==> config.mk <==
export PLATFORM = sky130hd
export DESIGN_NAME = remote_address_table_insert
export DESIGN_NICKNAME = d
export VERILOG_FILES = /design/src/design/rati_pkg.sv /design/src/design/remote_address_table_insert.sv /design/src/design/rati_mem.sv
export VERILOG_INCLUDE_DIRS = /design/src /design/src/design
export SDC_FILE = /design/constraint.sdc
export NUM_CORES = 1
export LEC_CHECK = 0
export BUFFER_PORTS_ARGS = -buffer_cell sky130_fd_sc_hd__buf_4
export CAP_MARGIN = 10
export CORE_UTILIZATION = 45
export CTS_CLUSTER_DIAMETER = 40
export DETAILED_ROUTE_END_ITERATION = 10
export GPL_TIMING_DRIVEN = 0
export PLACE_DENSITY = 0.58
export SLEW_MARGIN = 10
export SYNTH_ARGS = -nofsm -noshare
export SYNTH_HDL_FRONTEND = slang
export SYNTH_SLANG_ARGS = --single-unit
==> constraint.sdc <==
create_clock -name clk_i -period 10.51 [get_ports clk_i]
set_input_delay 1.5765 -clock clk_i [delete_from_list [all_inputs] [get_ports clk_i]]
set_output_delay 1.5765 -clock clk_i [all_outputs]
set_load 0.1 [all_outputs]
==> src/design/remote_address_table_insert_defines.svh <==
// Assertion macros for the remote address table insert module.
// Each one samples on clk_i and is disabled while rst_ni is low.
`ifndef REMOTE_ADDRESS_TABLE_INSERT_DEFINES_SVH
`define REMOTE_ADDRESS_TABLE_INSERT_DEFINES_SVH

`ifndef SYNTHESIS
`define RATI_ASSERT(lbl, prop, msg) \
  lbl: assert property (@(posedge clk_i) disable iff (!rst_ni) (prop)) else $error(msg);
`define RATI_ASSERT_NEVER(lbl, cond, msg) \
  lbl: assert property (@(posedge clk_i) disable iff (!rst_ni) !(cond)) else $error(msg);
`else
`define RATI_ASSERT(lbl, prop, msg)
`define RATI_ASSERT_NEVER(lbl, cond, msg)
`endif

`endif

==> src/design/rati_pkg.sv <==
`timescale 1ns / 1ps

package rati_pkg;

  localparam int unsigned MAX_ENTRIES = 8;
  localparam int unsigned IDX_W = (MAX_ENTRIES > 1) ? $clog2(MAX_ENTRIES) : 1;
  localparam int unsigned CNT_W = $clog2(MAX_ENTRIES + 1);

  localparam int unsigned ADDR_W   = 32;
  localparam int unsigned PORT_W   = 16;
  localparam int unsigned IDENT_W  = 8;
  localparam int unsigned STATUS_W = 3;
  localparam int unsigned INDEX_W  = 3;
  localparam int unsigned COUNT_W  = 4;

  typedef logic [IDX_W-1:0] idx_t;
  typedef logic [CNT_W-1:0] cnt_t;

  typedef struct packed {
    logic [ADDR_W-1:0]  address;
    logic [PORT_W-1:0]  port;
    logic [IDENT_W-1:0] ident;
  } entry_t;

  typedef struct packed {
    logic   re;
    idx_t   raddr;
    logic   we;
    idx_t   waddr;
    entry_t wdata;
  } mem_req_t;

  typedef enum logic [STATUS_W-1:0] {
    ST_IGNORED  = 3'd0,
    ST_PRESENT  = 3'd1,
    ST_UPDATED  = 3'd2,
    ST_APPENDED = 3'd3,
    ST_FULL     = 3'd4
  } status_e;

endpackage

==> src/design/remote_address_table_insert.sv <==
// After acceptance S_START settles a zero identifier or an empty table at once; otherwise
// S_SCAN reads the filled entries, at most MAX_ENTRIES, before S_RESULT loads the outputs.
// Items are taken one at a time: in_ready_o is high only in S_IDLE, so a new item waits for the
// one-read-per-cycle scan and for S_RESULT, which holds until the previous result is taken.
// Reset: asynchronous, active low; clears the fill count and the handshake state.
// Table contents are not cleared: only filled entries are ever read.
`timescale 1ns / 1ps
`include "remote_address_table_insert_defines.svh"

module remote_address_table_insert import rati_pkg::*; (
  input  logic                clk_i,
  input  logic                rst_ni,
  input  logic                in_valid_i,
  output logic                in_ready_o,
  input  logic [ADDR_W-1:0]   address_i,
  input  logic [PORT_W-1:0]   port_i,
  input  logic [IDENT_W-1:0]  addr_ident_i,
  output logic                out_valid_o,
  input  logic                out_ready_i,
  output logic [STATUS_W-1:0] status_o,
  output logic                list_changed_o,
  output logic [INDEX_W-1:0]  entry_index_o,
  output logic [COUNT_W-1:0]  entry_count_o
);

  typedef enum logic [3:0] {
    S_IDLE   = 4'b0001,
    S_START  = 4'b0010,
    S_SCAN   = 4'b0100,
    S_RESULT = 4'b1000
  } fsm_e;

  fsm_e     state_q, state_d;
  idx_t     k_q, k_d;
  cnt_t     count_q, count_d;
  entry_t   item_q;
  status_e  res_status_q, res_status_d;
  idx_t     res_idx_q, res_idx_d;
  mem_req_t mem_req;
  entry_t   rdata;

  logic                out_valid_q;
  logic [STATUS_W-1:0] out_status_q;
  logic                out_changed_q;
  logic [INDEX_W-1:0]  out_index_q;
  logic [COUNT_W-1:0]  out_count_q;

  logic in_accept, can_emit, load_out;
  logic last, hit_match, hit_upd, full;

  rati_mem u_mem (
    .clk_i   (clk_i),
    .req_i   (mem_req),
    .rdata_o (rdata)
  );

  assign in_ready_o = (state_q == S_IDLE);
  assign in_accept  = in_valid_i && in_ready_o;
  assign can_emit   = !out_valid_q || out_ready_i;

  assign last      = ((cnt_t'(k_q) + cnt_t'(1)) == count_q);
  assign hit_match = (rdata.address == item_q.address) && (rdata.port == item_q.port);
  assign hit_upd   = (rdata.ident == item_q.ident) && (rdata.address != item_q.address);
  assign full      = (count_q == cnt_t'(MAX_ENTRIES));

  always_comb begin
    state_d      = state_q;
    k_d          = k_q;
    count_d      = count_q;
    res_status_d = res_status_q;
    res_idx_d    = res_idx_q;
    load_out     = 1'b0;
    mem_req       = '0;
    mem_req.wdata = item_q;

    case (state_q)
      S_IDLE: begin
        if (in_accept) begin
          state_d = S_START;
        end
      end
      S_START: begin
        if (item_q.ident == '0) begin
          res_status_d = ST_IGNORED;
          res_idx_d    = '0;
          state_d      = S_RESULT;
        end else if (count_q == '0) begin
          // Empty table: append straight away.
          mem_req.we    = 1'b1;
          mem_req.waddr = '0;
          count_d       = cnt_t'(1);
          res_status_d  = ST_APPENDED;
          res_idx_d     = '0;
          state_d       = S_RESULT;
        end else begin
          mem_req.re    = 1'b1;
          mem_req.raddr = '0;
          k_d           = '0;
          state_d       = S_SCAN;
        end
      end
      S_SCAN: begin
        // Entry k_q is on the read port; entry k_q + 1 is fetched alongside unless the scan ends here.
        if (hit_match) begin
          res_status_d = ST_PRESENT;
          res_idx_d    = k_q;
          state_d      = S_RESULT;
        end else if (hit_upd) begin
          mem_req.we    = 1'b1;
          mem_req.waddr = k_q;
          res_status_d  = ST_UPDATED;
          res_idx_d     = k_q;
          state_d       = S_RESULT;
        end else if (last) begin
          state_d = S_RESULT;
          if (full) begin
            res_status_d = ST_FULL;
            res_idx_d    = '0;
          end else begin
            mem_req.we    = 1'b1;
            mem_req.waddr = count_q[IDX_W-1:0];
            count_d       = count_q + cnt_t'(1);
            res_status_d  = ST_APPENDED;
            res_idx_d     = count_q[IDX_W-1:0];
          end
        end else begin
          mem_req.re    = 1'b1;
          mem_req.raddr = k_q + idx_t'(1);
          k_d           = k_q + idx_t'(1);
        end
      end
      S_RESULT: begin
        if (can_emit) begin
          load_out = 1'b1;
          state_d  = S_IDLE;
        end
      end
      default: begin
        state_d = S_IDLE;
      end
    endcase
  end

  always_ff @(posedge clk_i or negedge rst_ni) begin
    if (!rst_ni) begin
      state_q     <= S_IDLE;
      count_q     <= '0;
      out_valid_q <= 1'b0;
    end else begin
      state_q <= state_d;
      count_q <= count_d;
      if (load_out) begin
        out_valid_q <= 1'b1;
      end else if (out_ready_i) begin
        out_valid_q <= 1'b0;
      end
    end
  end

  always_ff @(posedge clk_i) begin
    k_q          <= k_d;
    res_status_q <= res_status_d;
    res_idx_q    <= res_idx_d;
    if (in_accept) begin
      item_q.address <= address_i;
      item_q.port    <= port_i;
      item_q.ident   <= addr_ident_i;
    end
    if (load_out) begin
      out_status_q  <= res_status_q;
      out_changed_q <= (res_status_q == ST_UPDATED) || (res_status_q == ST_APPENDED);
      out_index_q   <= INDEX_W'(res_idx_q);
      out_count_q   <= COUNT_W'(count_q);
    end
  end

  assign out_valid_o    = out_valid_q;
  assign status_o       = out_status_q;
  assign list_changed_o = out_changed_q;
  assign entry_index_o  = out_index_q;
  assign entry_count_o  = out_count_q;

  `RATI_ASSERT(a_count_max, count_q <= cnt_t'(MAX_ENTRIES), "fill count beyond table size")
  `RATI_ASSERT(a_count_step, count_q != $past(count_q) |-> count_q == $past(count_q) + 1'b1, "fill count moved by more than one")
  `RATI_ASSERT_NEVER(a_write_zero_id, mem_req.we && (item_q.ident == '0), "table written for a zero identifier")
  `RATI_ASSERT_NEVER(a_scan_empty, (state_q == S_SCAN) && (count_q == '0), "scan of an empty table")

endmodule

==> src/design/rati_mem.sv <==
`timescale 1ns / 1ps

module rati_mem import rati_pkg::*; (
  input  logic     clk_i,
  input  mem_req_t req_i,
  output entry_t   rdata_o
);

  entry_t mem_q [MAX_ENTRIES];
  entry_t rdata_q;

  always_ff @(posedge clk_i) begin
    if (req_i.we) begin
      mem_q[req_i.waddr] <= req_i.wdata;
    end
  end

  always_ff @(posedge clk_i) begin
    if (req_i.re) begin
      rdata_q <= mem_q[req_i.raddr];
    end
  end

  assign rdata_o = rdata_q;

endmodule
=== After elaboration in Yosys (flattened, before gate mapping) ===
Memories as Yosys holds them, arrays and structs flattened. A register that Yosys moved wholly into a read port is not among the register bits.
Cells that the tools add are included.
Widths: inputs -> output; s select.

* Logic and storage cells: 106
* Input port bits: 60
* Bits in registers: 85
* Output and inout port bits: 13
* Bits in writable memories: 448
* Memories kept: 1

* Reduce and logical (&&, ||, !) cells: 14
* Mux-type cells: 51
* $add $sub $neg: 3
* Equal/unequal tests: 24

{| class="wikitable"
|+ Memories
! name !! words !! width !! read ports !! clocked after Yosys merged registers in !! wr ports !! line !! source
|-
| u_mem.mem_q || 8 || 56 || 1 || 1 || 1 || rati_mem.sv:9 || <nowiki>entry_t mem_q [MAX_ENTRIES];</nowiki>
|}

{| class="wikitable"
|+ Operators by type and width
! kind !! number
|-
| $mux 4 || 20
|-
| $mux 3 || 17
|-
| $eq 32x32->1 || 1
|-
| $ne 32x32->1 || 1
|-
| $ne 2x2->1 const B || 9
|-
| $pmux 3 s2 || 3
|-
| $eq 16x16->1 || 1
|-
| $mux 8 || 2
|-
| $pmux 4 s4 || 1
|-
| $pmux 8 s2 || 1
|-
| $eq 4x4->1 const B || 2
|-
| $eq 8x8->1 || 1
|-
| $logic_not 8->1 || 1
|-
| $pmux 4 s2 || 1
|-
| $reduce_and 7->1 || 1
|-
| $eq 3x2->1 const B || 2
|-
| $mux 1 || 6
|-
| $reduce_and 3->1 || 2
|-
| $reduce_and 6->1 || 1
|-
| $add 3x1->4 const B || 1
|-
| $add 4x1->4 const B || 1
|-
| $eq 4x1->1 const B || 1
|-
| $eq 4x2->1 const B || 1
|-
| $eq 4x3->1 const B || 1
|-
| 10 further kinds || 14
|}

=== Logic depth before layout (Yosys ltp) ===
Gate-level depths: netlist (run 1).

* Word-level depth: 8
* Mapped depth: 11
* Mapped depth without buffers: 9

=== By module ===
A second synthesis (run 1) with hierarchy kept.

* Cells, all modules: 985
* Area, all modules: 22362.7 µm²

{| class="wikitable"
|+ By module, submodules not included
! module !! sequential area each (µm²) !! area each (µm²) !! cells each !! times used
|-
| rati_mem || 15134.5 || 18535.3 || 716 || 1
|-
| remote_address_table_insert || 2508.7 || 3827.4 || 269 || 1
|}

=== Worst setup path before layout (run 1) ===
Ideal clock, no wire load.

* Path kind: flip-flop to flip-flop
* Start point: register item_q[47] (netlist name)
* End point: memory u_mem.mem_q[2][0] (netlist name), enable pin
* Arrival: 7.277 ns
* Data required time: 9.901 ns
* Library setup time: 0.609 ns
* Clock period less this slack: 7.885 ns
* Slack: 2.625 ns
* Stages on the path, launching flop included: 8
* Path buffers: 0
* Path through: edfxtp_1 xor2_1 nor4_1 nand4_1 o211ai_2 mux2i_1 nor2_1 nor4_1

* Longest elaborated chain between the ends: 7
* Elaborated cells on any way between the ends: 9
* Classes of those cells: eq/ne: 2; mux: 5; reduce/logical: 2

{| class="wikitable"
|+ RTL lines
! item !! line !! source
|-
| from (decl) || remote_address_table_insert.sv:36 || <nowiki>entry_t item_q;</nowiki>
|-
| $ne 32x32->1 || remote_address_table_insert.sv:63 || <nowiki>assign hit_upd = (rdata.ident == item_q.ident) && (rdata.address != item_q.address);</nowiki>
|-
| $logic_and 1x1->1 || remote_address_table_insert.sv:63 ||
|-
| $mux 4 || remote_address_table_insert.sv:108 || <nowiki>end else if (hit_upd) begin</nowiki>
|-
| $mux 8 (*) || remote_address_table_insert.sv:104 || <nowiki>if (hit_match) begin</nowiki>
|-
| $pmux 8 s2 (*) || remote_address_table_insert.sv:76 || <nowiki>case (state_q)</nowiki>
|-
| $mux 1 || rati_mem.sv:13 || <nowiki>if (req_i.we) begin</nowiki>
|-
| $mux 1 (implied by the code) || rati_mem.sv:14 || <nowiki>mem_q[req_i.waddr] <= req_i.wdata;</nowiki>
|-
| to (decl) || rati_mem.sv:9 ||
|}

Every way passes the cells marked *; elsewhere a longest branch is shown, timed or not.

=== Worst setup path after layout (run 1) ===
* Start point: register item_q[51] (netlist name)
* End point: memory u_mem.mem_q[3][17] (netlist name), enable pin

Same word-level chain as after synthesis.

==> results of run 1 <==
[final cells by class]
| cell class | count | area share |
|---|---|---|
| Sequential cell | 589 | 0.637 |
| Multi-Input combinational cell | 577 | 0.173 |
| Clock buffer | 97 | 0.0815 |
| Timing Repair Buffer | 129 | 0.0429 |
| Tap cell | 664 | 0.0300 |
| Clock inverter | 63 | 0.0243 |
| Buffer | 58 | 0.0102 |
| Inverter | 4 | 0.000542 |
[state kept, by name, indices dropped and copies added, names as in the netlist]
name	flops
k_q	3
count_q	4
out_valid_o	1
res_status_q	3
item_q	56
u_mem.mem_q	448
u_mem.rdata_o	56
state_q	4
res_idx_q	3
list_changed_o	1
entry_count_o	4
status_o	3
entry_index_o	3
[critical path, stage by stage, from the launching register on]
cell and delay [ps]:
edfxtp_1 520, xor2_1 300, nor4_1 470, nand4_1 470
o211ai_2 500, mux2i_1 470, nor2_1 160, nor4_2 720
buf_4 290, buf_4 170, buf_4 160, buf_4 170
buf_4 160
[layer usage]
layer / track usage / vias up / part of all wire
li1: - / 5512 / -
met1: 0.287 / 6246 / 0.44
met2: 0.326 / 397 / 0.48
met3: 0.0358 / 81 / 0.062
met4: 0.0673 / 0 / 0.019
met5: 0 / - / 0
[logic make-up after synthesis]
| logic type | share of synthesized area |
|---|---|
| flops | 0.779 |
| compound gates | 0.0956 |
| simple gates | 0.0314 |
| mux | 0.0565 |
| buf+inv | 0.0131 |
| xor+xnor | 0.0232 |
| fa+ha+maj | 0.00166 |
[power by group through the flow]
| stage | logic [uW] | registers, uW | clock network, uW |
|---|---|---|---|
| floorplan | 351 | 3030 | 0 |
| global placement | 555 | 3080 | 0 |
| detailed placement | 599 | 3060 | 0 |
| CTS | 603 | 3020 | 2910 |
| global route | 642 | 3040 | 3010 |
| finish | 596 | 3010 | 2850 |
[placed cells by master (no fill, tap or decap), types with 4 or more instances in the layout]
master / n
buf_6: 5
clkinv_4: 8
bufinv_16: 8
o221a_2: 110
nor4_2: 4
edfxtp_1: 580
nand2_1: 57
buf_12: 7
clkbuf_16: 89
buf_16: 7
inv_8: 8
mux2_2: 112
clkbuf_1: 43
clkinv_2: 6
clkinvlp_4: 8
nand3_1: 8
buf_4: 114
xnor2_1: 4
nor4_1: 19
nor2_1: 23
nor2_4: 4
o21ai_0: 47
buf_2: 19
inv_6: 15
a22oi_1: 55
clkinv_1: 9
o21ai_1: 17
xor2_1: 56
inv_1: 4
dfrtp_1: 8
a21oi_1: 10
[how the worst max path moves through the flow]
stage                          to  slack (ps)  depth (start not counted)
2_1_floorplan   u_mem.mem_q[2][0]        2620                          7
5_1_grt        u_mem.mem_q[3][17]        5510                         12
3_3_place_gp   u_mem.mem_q[6][38]       -4020                          6
3_5_place_dp   u_mem.mem_q[3][17]        5680                         12
6_report       u_mem.mem_q[3][17]        5630                         12
4_1_cts        u_mem.mem_q[3][17]        5630                         12
[stage by stage]
| stage | instance area (sq um) | setup WS (ps) | TNS (ps) |
|---|---|---|---|
| finish | 27700 | 5630 | 0 |
| global route | 27700 | 5510 | 0 |
| CTS | 27700 | 5630 | 0 |
| detailed placement | 24800 | 5680 | 0 |
| global placement | 24000 | -4020 | -978520 |
| floorplan | 22700 | 2620 | 0 |
==> impl_metrics.ini, run 1 <==
[global_routing]
grt_pass1_vias = 12300
antenna_found_initial = 0
grt_overflow = 0
grt_pass1_wl_um = 76500
grt_max_degree = 37
grtUsageTotal = 0.205

[timing]
fin_crit_ps = 4880
fin_skew_ps = 39.0
slew_viol_final = 0
max-slew-margin-rel = 0.200
whs_ps = 401
final_hold_viol_count = 0
fmax_mhz = 205
finalSetupViolCount = 0
worst_pin_slew_ps = 1190
grt_setup_unrepaired = no
fin_crit_sh = 0.464

[pwr]
power_frac_clock = 0.441
p_seq_frac = 0.466
power_density_nw_per_um2 = 234
finalPower_uw = 6460
p_sw_uw = 1610
power.leakage_uw = 0.00928
swShare = 0.250
pwr-share-comb = 0.092
p_int_uw = 4850
ir_drop_v = 0.000111

[yosys]
ys_seq_area_frac = 0.779
ys.flop_type = edfxtp_1
synth.distinct_cells = 51
synth_fp_nets = 1291
synth_top_area_frac = 0.769
synth_edf_count = 580
yosysWarnings = 0
async_reset_ff_frac = 0.0153
synth_cells = 1228
synth_common_cells = edfxtp_1 (580), mux2_2 (112), o221a_2 (110), nand2_1 (57), xor2_1 (56)
synth.most_common_cell = edfxtp_1
yosys-top-cells-area = edfxtp_1 (77%), mux2_2 (5.6%), o221a_2 (5.5%)
synth.avg_cell_area_sq_um = 18.5
synthesis.area_sq_um = 22700
ys_ff_latch = 589
yosys.area.top_type = edfxtp_1

[clock_tree]
cts_sinks = 589
cts_root_buf = clkbuf_16
postCtsSetupRepairBufs = 0
htree_num_levels = 3
cts-resized-gates = 0
clock_path_buffers = 3
cts_buffers = 86
cts_tree = built
clk_pin_slew_ps = 60
cts_hold_buf = 0
clock_latency_ps = 620

[min_path]
whs_endpoint = entry_index_o[2]
worst_hold_path_type = flop to flop
hold_depth = 0
worstHoldStart = res_idx_q[2]

[setup_path]
end_kind = flop
r2r_start = item_q[51]
required_ps = 10830
crit_start = item_q[51]
r2r_slack_ps = 5630
r2r-end = u_mem.mem_q[3][17]
arrival_ps = 5200
crit_fanout = 9
crit_type = flop to flop
r2r_cells = 12
start_kind = flop

[floorplanning]
die_h_um = 226
dieArea_sq_um = 51300
core_area_sq_um = 49400
io_pins = 73
die-width_um = 226
row_count = 81
initial_core_util = 0.459

[status]
outcome = finished clean

[finish]
drive_above_1_share = 0.354
final_nets = 1508
final_util = 0.561
multi_input_comb_area_sq_um = 4790
syn2layout_area_growth_pct = 22.1
seq_area_sq_um = 17600
fin_cells = 2181
num_antenna_cells = 0
n_fill_cell = 3798

[placement]
dp.cells = 2021
gp_congestion = 0.815
dp_hpwl_um = 32600
numPortBuffers = 72

[routing]
drt-total-wl_um = 51400
vias_per_cell = 5.61
drtIter0Drc = 1127
drt_first_pass_iters = 5
via_count = 12200
drc = 0
drtAntennaViolNets = 0
routedWlPerCell_um = 23.6

[run]
cap_viol_max_count = 0
Power figures use the tool's default switching activity.
==> run 2: changes to the inputs <==
Settings changed: ABC_AREA from default to 1.
Clock period 10.51 ns to 5.1 ns, I/O delays scaled along.
==> run 2 against run 1 <==
Effect of this change:
- routed wire length rose by 19%
- critical path type unchanged
- total power rose by 150%
- register-to-register slack got worse by 4800 ps
- clock-buffer cell count rose by 4
- largest cell class unchanged
- die area rose by 11%
- utilization fell by 0.93 points
==> impl_metrics.ini, run 2 <==
[timing]
tns_ps = 0
worst_slack_ps = 811
whs_ps = 293
grt_setup_unrepaired = no
fin_crit_sh = 0.841
slew_viol_final = 0
finalSetupViolCount = 0
worst_pin_slew_ps = 914
final_hold_viol_count = 0
fin_crit_ps = 4290
max-slew-margin-rel = 0.388
fin_skew_ps = 26.9
fmax_mhz = 233

[clock_tree]
clk_pin_slew_ps = 50
cts_tree = built
cts-resized-gates = 0
cts_buffers = 94
postCtsSetupRepairBufs = 0
cts_sinks = 589
clock_path_buffers = 3
clock_latency_ps = 650
cts_root_buf = clkbuf_16
htree_num_levels = 3

[global_routing]
grt_pass1_wl_um = 95000
grtUsageTotal = 0.223
antenna_found_initial = 2
grt_max_degree = 34
grt_pass1_vias = 16500
grt_overflow = 0

[routing]
drc = 0
drt-total-wl_um = 61100
vias_per_cell = 5.00
routedWlPerCell_um = 18.6
via_count = 16400
drtIter0Drc = 1274
drt_first_pass_iters = 5
drtAntennaViolNets = 0

[finish]
n_fill_cell = 4687
syn2layout_area_growth_pct = 21.0
drive_above_1_share = 0.141
largest-register = u_mem.mem_q
layout_common_cells = nand2_1 (590), edfxtp_1 (580), inv_1 (284)
seq_area_sq_um = 17600
layout.cells.most_common = nand2_1
multi_input_comb_area_sq_um = 5940
fin_cells = 3292
largest_reg_flops = 448
final_nets = 2529
num_antenna_cells = 0

[yosys]
async_reset_ff_frac = 0.0153
yosys.area.top_type = edfxtp_1
synth.most_common_cell = nand2_1
ys_ff_latch = 589
synth_fp_nets = 2341
yosys-top-cells-area = edfxtp_1 (69%), nand2_1 (8.8%), nand3_1 (4.5%)
synthMuxAreaShare = 0
yosys.area_share.xor_xnor = 0.0146
synthSimpleGateAreaFrac = 0.202
yosysWarnings = 0
synth_adder_area_share = 0.00149
synth.avg_cell_area_sq_um = 11.0
synth_cells = 2278
synth_top_area_frac = 0.692
ys.flop_type = edfxtp_1
synthesis.area_sq_um = 25200
synth_compound_area_frac = 0.0148
synth_top_family_by_area = simple AND/OR/NAND/NOR gates
synth_edf_count = 580
synth.distinct_cells = 38
synth_common_cells = nand2_1 (591), edfxtp_1 (580), inv_1 (284), nor2_1 (274), nand3_1 (225)
ys_seq_area_frac = 0.701

[setup_path]
start_kind = flop
end_kind = flop
r2r_cells = 12
crit_fanout = 21
crit_type = flop to flop
arrival_ps = 4620
crit_start = item_q[48]
r2r_start = item_q[48]
required_ps = 5430

[pwr]
power.leakage_uw = 0.0124
ir_drop_v = 0.000282
finalPower_uw = 16100
power_density_nw_per_um2 = 530

[placement]
dp_hpwl_um = 39800
dp_slack_ps = 830
gp_congestion = 0.840
dp.cells = 3117
numPortBuffers = 72

[floorplanning]
initial_core_util = 0.456
core_area_sq_um = 55200
die_h_um = 238
die-width_um = 238
io_pins = 73
row_count = 86
dieArea_sq_um = 56900

[min_path]
worstHoldStart = addr_ident_i[4]
worst_hold_path_type = primary input to flop
hold_depth = 1

[status]
outcome = finished clean

[run]
cap_viol_max_count = 0
==> run 2: cell count changes after synthesis, moves of 110 or more <==
cell     before  now
o221a_2     110    0
nor2_1       27  274
inv_1         4  284
nand2_1      57  591
mux2_2      112    0
nand3_1       8  225
==> run 2: per-layer routing <==
| layer | vias to the layer above | part of all wire | track usage |
|---|---|---|---|
| li1 | 7927 | - | - |
| met1 | 7875 | 0.44 | 0.297 |
| met2 | 491 | 0.48 | 0.366 |
| met3 | 153 | 0.054 | 0.0389 |
| met4 | 0 | 0.032 | 0.0857 |
| met5 | - | 0 | 0 |
==> run 2: what timing repair did <==
action / in CTS / in global routing
setup endpoints to repair: 0 / 0
hold buffers: 1 / 0
endpoints found under the hold margin: 8 / 0
==> run 2: worst paths after layout <==
check                      slack, ps                 end
max in group asynchronous       4390          state_q[0]
hold / removal                   290           item_q[4]
setup / recovery                 810  u_mem.mem_q[0][38]
setup reg to reg                 810  u_mem.mem_q[0][38]
min in group asynchronous        490          count_q[1]
hold reg to reg                  420    entry_index_o[1]
==> run 2: cell families (layout without fill, tap and decap cells) <==
group           after synthesis  count (layout)
simple gates               1175            1175
xor+xnor                     41              41
fa+ha+maj                     3               3
flops                       589             589
compound gates               72              72
buf+inv                     398             664
==> run 2: worst max-delay path, cell delays in order (launching register included) <==
cell      delay, ps
edfxtp_1        560
xnor2_1         490
nand2_1          90
nor2_1          170
nand2_1         100
nor2_1          310
nand3_2         220
nand2_2         220
inv_2           100
nand3_1         350
nand2_1         340
nor2_4          710
buf_12          270
==> run 2: report_power, final <==
part	internal [uW]	leakage, uW	total (uW)	switching (uW)
Clock	4220	0.00158	6620	2400
Combinational	737	0.00544	2490	1750
Sequential	6390	0.00536	7010	618
==> run 2: stage by stage <==
step           utilization  instance area, sq um
5_1_grt              0.551                 30400
3_5_place_dp         0.491                 27100
6_report             0.551                 30400
4_1_cts              0.551                 30400
3_3_place_gp         0.483                 26600
2_1_floorplan            -                 25200
==> run 2: area by class of cell <==
class                      count  share of cell area
timing repair buffer          92              0.0313
tap                          748              0.0307
multi-input combinational   1291               0.195
buffer                       104              0.0181
clock inverter                73              0.0302
clock buffer                 101              0.0788
sequential                   589               0.580
inverter                     294              0.0363
==> run 3: changes to the inputs <==
Settings changed: PLACE_DENSITY 0.58 to 0.6.
Clock period 5.1 ns to 3.8 ns, I/O delays scaled along.
==> run 3 against run 2 <==
Effect of this change:
- critical endpoint is now item_q[28]
- largest cell class unchanged
- design area up 0.33%
- highest routed layer unchanged
- first-iteration DRC count up 2.7%
- utilization grew 0.18 points
- sequential share of layout area down 0.19 points
- critical path depth is 2 higher
- clock-buffer cell count is 4 lower
- hold slack worse by 180 ps
- die area is the same
==> impl_metrics.ini, run 3 (synthesis gave the netlist of run 2 again) <==
[routing]
drc = 0
vias_per_cell = 5.01
drtAntennaViolNets = 0
drt-total-wl_um = 61200
drtIter0Drc = 1308
via_count = 16500
drt_first_pass_iters = 5
routedWlPerCell_um = 18.5

[clock_tree]
clk_pin_slew_ps = 50
cts_buffers = 92
cts_sinks = 589
cts_root_buf = clkbuf_16
clock_path_buffers = 3
cts_tree = built
htree_num_levels = 3
clock_latency_ps = 630

[setup_path]
crit_end = item_q[28]
r2r_start = item_q[48]
arrival_ps = 3980
r2r_slack_ps = 120
required_ps = 4100
crit_chain = xnor2_2 -> nand2_1 -> nor2_1 -> nand2_1 -> nor2_1 -> nand3_2 -> nand2_2 -> nor2_8 -> buf_2 -> inv_2 -> o211ai_1 -> nor2_4 -> buf_12 -> buf_12
r2r-end = item_q[28]
crit_path_max_incr_delay_ps = 560
start_kind = flop
crit_fanout = 26
r2r_cells = 14
crit_type = flop to flop
end_kind = flop
crit_slowest_cell = edfxtp_1
crit_start = item_q[48]

[timing]
finalSetupViolCount = 0
fin_crit_ps = 3680
worst_slack_ps = 125
final_hold_viol_count = 0
fmax_mhz = 272
fin_crit_sh = 0.967
tns_ps = 0
max-slew-margin-rel = 0.364
slew_viol_final = 0
fin_skew_ps = 22.7
worst_pin_slew_ps = 950

[global_routing]
antenna_found_initial = 0
grt_max_degree = 33
grt_pass1_wl_um = 94700
grtUsageTotal = 0.221
grt_overflow = 0
grt_pass1_vias = 16400

[min_path]
worst_hold_path_type = primary input to flop

[floorplanning]
dieArea_sq_um = 56900
core_area_sq_um = 55200
die_h_um = 238
die-width_um = 238
row_count = 86
io_pins = 73
initial_core_util = 0.456

[finish]
multi_input_comb_area_sq_um = 5960
final_util = 0.553
fin_area_sq_um = 30500
largest-register = u_mem.mem_q
syn2layout_area_growth_pct = 21.4
seq_area_sq_um = 17600
num_antenna_cells = 0
largest_reg_flops = 448
layout_common_cells = nand2_1 (589), edfxtp_1 (580), inv_1 (284)
drive_above_1_share = 0.147
layout.cells.most_common = nand2_1
n_fill_cell = 4618
final_nets = 2540

[pwr]
finalPower_uw = 21500
power_density_nw_per_um2 = 703
ir_drop_v = 0.000365
power.leakage_uw = 0.0125

[placement]
numPortBuffers = 72
dp_slack_ps = -474
post_dp_cell_area_sq_um = 27100
gp_congestion = 0.814
dp_hpwl_um = 39600

[run]
cap_viol_max_count = 0

[status]
outcome = finished clean
run 3: per-layer routing:
| metal | vias to the layer above | global-route usage | wire length [um] |
|---|---|---|---|
| li1 | 7948 | - | - |
| met5 | - | 0 | 0 |
| met2 | 542 | 0.362 | 29300 |
| met4 | 0 | 0.0740 | 1620 |
| met1 | 7944 | 0.294 | 26300 |
| met3 | 111 | 0.0440 | 4030 |
run 3: how the worst min path moves through the flow:
| stage | from | endpoint | slack (ps) | cells past startpoint |
|---|---|---|---|---|
| 6_report | address_i[13] | item_q[37] | 120 | 1 |
| 5_1_grt | addr_ident_i[4] | item_q[4] | 90 | 1 |
| 4_1_cts | port_i[8] | item_q[16] | 90 | 1 |
| 3_5_place_dp | rst_ni | count_q[2] | 400 | 1 |
| 3_3_place_gp | rst_ni | count_q[2] | 400 | 1 |
| 2_1_floorplan | rst_ni | count_q[0] | 270 | 0 |
run 3: final cells by class:
cell class | count | area share
buffer | 104 | 0.0181
clock buffer | 97 | 0.0774
clock inverter | 74 | 0.0286
inverter | 294 | 0.0361
multi-input combinational | 1291 | 0.195
sequential | 589 | 0.578
tap | 748 | 0.0306
timing repair buffer | 105 | 0.0365
run 3: critical path: cells and delay by family, from the launching register on:
| kind | cells | cell delay (ps) |
|---|---|---|
| and+or+nand+nor | 8 | 1460 |
| buffers and inverters | 4 | 770 |
| DFF | 1 | 560 |
| xor gates and xnor gates | 1 | 350 |
| AOI/OAI and AO/OA | 1 | 190 |
run 3: power breakdown:
part	switching, uW	internal [uW]
clock network	3140	5540
registers	842	8580
logic	2370	1020
total	6350	15100
run 3: timing repair:
action                                  CTS  global route
hold endpoints to repair                  9             0
hold buffers                              1             0
cloned                                    0             0
setup buffers                            11             2
gates resized for setup                   1             3
endpoints found under the setup margin  332           423
pin swaps                                 6             1
run 3: per-stage QoR:
stage	hold slack, ps	std cells
global route	87.0	3302
detailed placement	401	3117
floorplan	274	2278
finish	117	3302
global placement	400	3098
CTS	88.0	3300
